$ cat config.mk
export PLATFORM = sky130hd
export DESIGN_NAME = bpps_front
export DESIGN_NICKNAME = d
export VERILOG_FILES = /design/src/hdl/bpps_pkg.sv /design/src/hdl/bpps_front.sv
export SDC_FILE = /design/constraint.sdc
export NUM_CORES = 1
export LEC_CHECK = 0
export ABC_AREA = 1
export BUFFER_PORTS_ARGS = -buffer_cell sky130_fd_sc_hd__clkbuf_2
export CORE_UTILIZATION = 57
export DETAILED_ROUTE_END_ITERATION = 12
export MAX_ROUTING_LAYER = met4
export PLACE_DENSITY_LB_ADDON = 0.3
export SLEW_MARGIN = 5
export SYNTH_ARGS = -nofsm -noshare
export SYNTH_HDL_FRONTEND = slang
export SYNTH_SLANG_ARGS = --single-unit
$ cat constraint.sdc
create_clock -name i_clk -period 26.1 [get_ports i_clk]
set_input_delay 1.305 -clock i_clk [delete_from_list [all_inputs] [get_ports i_clk]]
set_output_delay 1.305 -clock i_clk [all_outputs]
set_load 0.1 [all_outputs]
$ cat src/hdl/bpps_pkg.sv
// ---------------------------------------------------------------------------
// bpps_pkg
// Shared types, register codes and constants of the point light shader.
// ---------------------------------------------------------------------------
package bpps_pkg;

    localparam int MAX_LIGHTS_DEF = 4;

    localparam logic [2:0] REG_EYE_X  = 3'd0;
    localparam logic [2:0] REG_EYE_Y  = 3'd1;
    localparam logic [2:0] REG_EYE_Z  = 3'd2;
    localparam logic [2:0] REG_SHINE  = 3'd3;
    localparam logic [2:0] REG_KS     = 3'd4;
    localparam logic [2:0] REG_AMB    = 3'd5;
    localparam logic [2:0] REG_LIGHTS = 3'd6;

    localparam logic [15:0] SHINE_RST = 16'd38400;
    localparam logic [15:0] KS_RST    = 16'd52015;
    localparam logic [15:0] AMB_RST   = 16'd3277;

    localparam logic [30:0] ONE_Q30   = 31'h4000_0000;
    localparam logic [40:0] ISCALE_CAP = 41'h100_0000_0000;

    typedef struct packed {
        logic [31:0] eye_x;
        logic [31:0] eye_y;
        logic [31:0] eye_z;
        logic [15:0] shine;
        logic [15:0] ks;
        logic [15:0] amb;
        logic [2:0]  lights;
    } t_cfg;

    typedef struct packed {
        logic             is_load;
        logic [1:0]       slot;
        logic [2:0][31:0] pos;
        logic [2:0][31:0] vec;
    } t_word;

endpackage

$ cat src/hdl/bpps_front.sv
// ---------------------------------------------------------------------------
// bpps_front
// Input side: takes words, drops loads to absent slots, two-entry queue.
// ---------------------------------------------------------------------------
module bpps_front #(
    parameter int MAX_LIGHTS = bpps_pkg::MAX_LIGHTS_DEF
) (
    input  logic                i_clk,
    input  logic                i_rst_n,
    input  logic                i_valid,
    output logic                o_stall,
    input  logic                i_cmd,
    input  logic [1:0]          i_light_slot,
    input  logic signed [31:0]  i_pos_x,
    input  logic signed [31:0]  i_pos_y,
    input  logic signed [31:0]  i_pos_z,
    input  logic signed [31:0]  i_vec_x,
    input  logic signed [31:0]  i_vec_y,
    input  logic signed [31:0]  i_vec_z,
    output logic                o_q_valid,
    output bpps_pkg::t_word     o_q_word,
    input  logic                i_q_pop
);
    import bpps_pkg::*;

    t_word      r_mem [2];
    logic       r_wp;
    logic       r_rp;
    logic [1:0] r_cnt;
    logic       w_keep;
    logic       w_push;
    t_word      w_word;

    assign w_keep = !i_cmd || ({3'b000, i_light_slot} < 5'(MAX_LIGHTS));
    assign w_push = i_valid && !o_stall && w_keep;

    always_comb begin
        w_word.is_load = i_cmd;
        w_word.slot    = i_light_slot;
        w_word.pos     = {i_pos_z, i_pos_y, i_pos_x};
        w_word.vec     = {i_vec_z, i_vec_y, i_vec_x};
    end

    always_ff @(posedge i_clk) begin
        if (!i_rst_n) begin
            r_wp  <= 1'b0;
            r_rp  <= 1'b0;
            r_cnt <= '0;
        end else begin
            if (w_push) begin
                r_mem[r_wp] <= w_word;
                r_wp        <= !r_wp;
            end
            if (i_q_pop) begin
                r_rp <= !r_rp;
            end
            r_cnt <= r_cnt + 2'(w_push) - 2'(i_q_pop);
        end
    end

    assign o_stall   = r_cnt == 2'd2;
    assign o_q_valid = r_cnt != 2'd0;
    assign o_q_word  = r_mem[r_rp];
endmodule

* After elaboration in Yosys (flattened, before gate mapping)
Memories as Yosys holds them, arrays and structs flattened. A register that Yosys moved wholly into a read port is not among the register bits.
Index checks and enable logic that the tools add are counted.
** Storage, ports and cells
- Word-level logic and storage cells :: 17
- Output and inout bits :: 197
- Memory bits (writable) :: 390
- Memories :: 1
- Bits of input ports :: 199
- Bits in registers :: 4
** Operators by class
- Equal/unequal tests :: 1
- Reduce and logical (&&, ||, !) cells :: 5
- $add $sub $neg :: 2
- Multiplexer cells :: 5
** Memories
- r_mem :: words 2, bits a word 195, read ports 1, clocked after memory_dff 1, write ports 1, RTL line bpps_front.sv:26 : t_word r_mem [2];
** Operators with widths (count)
- $mux 1 :: 5
- $logic_not 1->1 :: 3
- $add 2x1->2 :: 1
- $eq 2x2->1 const B :: 1
- $reduce_bool 2->1 :: 1
- $sub 2x1->2 :: 1
- $logic_and 1x1->1 :: 1

* Logic depth before layout (Yosys ltp)
- Depth in word-level cells :: 6
- Gate-level depth with buffers :: 10
- Depth with buffers taken out :: 10

* Worst setup path after synthesis
OpenSTA, ideal clock, no wires.
- Path kind :: input -> register
- From :: input i_valid
- To :: memory r_mem[0][0] in the netlist's numbering, enable pin
- Stages :: 2
- Required time :: 25346 ps
- Library setup time :: 754 ps
- Path buffers :: 0
- Setup slack :: 15753 ps
- Data arrival time :: 9592 ps
- Cell sequence :: o21ai_0 -> nor2_1
** On the way
- Cells in the longest elaborated chain, start to end :: 4
** Ends and longest elaborated chain
- from (decl) :: RTL line bpps_front.sv:10 : input logic i_valid,
- $logic_and 1x1->1 :: RTL line bpps_front.sv:35 : assign w_push = i_valid && !o_stall && w_keep;
- $mux 1 :: RTL line bpps_front.sv:50 : if (w_push) begin
- $mux 1 :: RTL line bpps_front.sv:45 : if (!i_rst_n) begin
- $mux 1 (not written as such) :: RTL line bpps_front.sv:51 : r_mem[r_wp] <= w_word;
- to (decl) :: RTL line bpps_front.sv:26
Every way passes these cells.

==> impl_metrics.env <==
export IMPL_status="finished, final reports clean"
export IMPL_dr_total_vias=7414
export IMPL_cp_top_family="buffers and inverters"
export IMPL_arrival_ps=3600
export IMPL_slew_limit_headroom_pct=24.2
export IMPL_yosys_warnings=0
export IMPL_grt_total_usage_pct=21.1
export IMPL_antenna_left=0
export IMPL_setup_worst_path_end_class="primary output"
export IMPL_worstPathMaxFanout=52
export IMPL_avgRoutedWirePerCell_um=19.9
export IMPL_grt_ovfl_total=0
export IMPL_cts_max_level=2
export IMPL_synthToLayoutAreaGrowth_pct=22.9
export IMPL_max_freq_mhz=204
export IMPL_p_per_area_mw_per_mm2=86.3
export IMPL_hold_buffers=0
export IMPL_fin_crit_ps=4900
export IMPL_clk_path_buf_depth=3
export IMPL_cp_buffers_inverters=3
export IMPL_drtIter0Drc=544
export IMPL_slowest_delay_ps=840
export IMPL_yosysSeqAreaShare_pct=79.1
export IMPL_layout_commonest_cell="clkbuf_2"
export IMPL_vias_per_cell=5.22
export IMPL_worstPathRequired_ps=24790
export IMPL_hold_ws_ps=493
export IMPL_clkTransAtPathRegs_ps=60
export IMPL_cpMostUsedCell="buf_4"
export IMPL_critical_path_class="reg -> out"
export IMPL_hpwl_mm=19.5
export IMPL_path_cells="buf_4 > buf_4 > mux2_4 > clkbuf_2"
export IMPL_postCtsSetupBuffers=0
export IMPL_grt_pass1_vias=7418
export IMPL_pwr_share_clk_pct=31.8
export IMPL_drv_slew=0
export IMPL_multiInputGateArea_sq_mm=0.00289
export IMPL_fp_dieArea_sq_mm=0.0268
export IMPL_ff_latch_area_sq_mm=0.0118
export IMPL_synth_largest_area_cell="edfxtp_1"
export IMPL_p_switching_mw=0.483
export IMPL_grt_max_degree=83
export IMPL_syn_instance_count=641
export IMPL_p_comb_share_pct=21.0
export IMPL_synth_top_cells_by_area="edfxtp_1, mux2_4, mux2_2, buf_6, dfxtp_1"
export IMPL_mostFrequentLayoutCells="clkbuf_2, edfxtp_1, mux2_4, mux2_2, clkbuf_16"
export IMPL_fin_crit_sh_pct=18.8
export IMPL_synth_area_sq_mm=0.0149
export IMPL_place_congestion=0.818
export IMPL_cell_internal_pwr_mw=1.10
export IMPL_ios=396
export IMPL_cts_resized=0
export IMPL_layout_cells_non_filler=1421
export IMPL_hold_violations=0
export IMPL_synth_cell_types=14
export IMPL_portBuffers=395
export IMPL_antenna_found_initial=1
export IMPL_clock_latency_ps=510
export IMPL_synth_top_area_share_pct=78.5
export IMPL_start_util_pct=58.8
export IMPL_cts_root_buf="clkbuf_16"
export IMPL_numClockSinks=395
export IMPL_fin_ws_ps=21200
export IMPL_grt_pass1_wl_mm=40.3
export IMPL_rows=58
export IMPL_routed_wl_mm=28.3
export IMPL_leakage_nw=7.25
export IMPL_p_seq_share_pct=47.2
export IMPL_fillerInstances=1574
export IMPL_hp_class="reg -> reg"
export IMPL_fin_skew_ps=11.3
export IMPL_drc=0
export IMPL_cts_tree="built"
export IMPL_die_height_um=164
export IMPL_die_w_um=164
export IMPL_crit_slowest_cell="buf_4"
export IMPL_dr_pass1_iters=4
export IMPL_min_path_cells=2
export IMPL_placed_cells=1352
export IMPL_finalSetupTns_ps=0
export IMPL_pre_cts_ws_ps=21720
export IMPL_swShare_pct=30.5
export IMPL_worst_slew_pin_transition_ps=1140
export IMPL_synth_nets=842
export IMPL_core_area_sq_mm=0.0254
export IMPL_cts_buffers=39
export IMPL_setup_viol=0
export IMPL_crit_cells=4
export IMPL_synth_seq_cells=395
export IMPL_syn_area_per_cell_sq_um=23.3
export IMPL_start_kind="flip-flop"
export IMPL_r2r_cells=4
export IMPL_vdd_drop_max_uv=82.5
export IMPL_drive_above_1_share_pct=59.8
export IMPL_nNetsFinal=1264
export IMPL_max_cap_viol_count=0
export IMPL_rsz0062_at_grt="false"
==> final timing paths <==
check / start / endpoint / slack, ps
setup / recovery: flip-flop / o_q_word[130] / 21200
hold / removal: r_rp$_SDFFE_PN0P_ / flip-flop / 490
setup reg to reg: r_cnt[1]$_SDFF_PN0_ / r_mem[0][141]$_DFFE_PP_ / 22950
hold reg to reg: r_rp$_SDFFE_PN0P_ / flip-flop / 490
==> power groups by stage <==
stage	sequential [mW]	clock, mW	combinational [mW]
floorplan	0.766	0	0.284
global placement	0.758	0	0.331
detailed placement	0.760	0	0.334
CTS	0.747	0.517	0.334
global route	0.749	0.538	0.343
finish	0.746	0.504	0.332
==> sequential cells by signal, summed over array words and instances (netlist names), named ones only <==
name and flops:
r_cnt 2, r_mem 390, r_rp 1, r_wp 1
==> tightest hold or removal path: stages, from the launching register on <==
cell and delay [ps]:
dfxtp_1 320, nor2_1 50, nor2_1 90
==> area by class of cell <==
cell class / count / share of cell area (%)
sequential: 395 / 64.4
multi-input combinational: 218 / 15.7
timing repair buffer: 403 / 11.1
clock buffer: 48 / 5.74
tap: 330 / 2.25
clock inverter: 18 / 0.587
inverter: 6 / 0.123
antenna: 3 / 0.0409
==> cell usage after synthesis <==
cell and instances:
mux2_4 150, inv_1 6, o21ai_0 2, buf_2 4, dfxtp_1 5, nor2_1 7
nand3_1 1, ha_1 2, a21oi_1 1, mux2_2 45, buf_6 18, nand2_1 9
or2_2 1, edfxtp_1 390
==> logic make-up (layout without fill, tap and decap cells) <==
family	count (synthesis)	count (layout)	synth area share (%)
and+or+nand+nor	18	18	0.478
muxes	195	195	18.5
AOI/OAI and AO/OA	3	3	0.101
buffers and inverters	28	475	1.64
adders and majority gates	2	2	0.168
DFF	395	395	79.1
other	0	3	0
==> routing by layer <==
metal	part of all wire, %	GRT usage [%]	wire length, um	vias up
li1	-	-	-	3393
met1	36	23.3	10100	3638
met2	51	35.1	14500	318
met3	9.3	7.02	2620	65
met4	3.6	9.09	1020	0
met5	0	-	0	-
==> per-stage QoR <==
stage	total power [mW]	area (sq um)	utilization (%)
3_5_place_dp	1.09	17200	67.6
4_1_cts	1.60	18300	72.2
6_report	1.58	18300	72.2
3_3_place_gp	1.09	17200	67.6
5_1_grt	1.63	18300	72.2
2_1_floorplan	1.05	14900	-
Note: power is estimated with default switching activity, not from simulation.
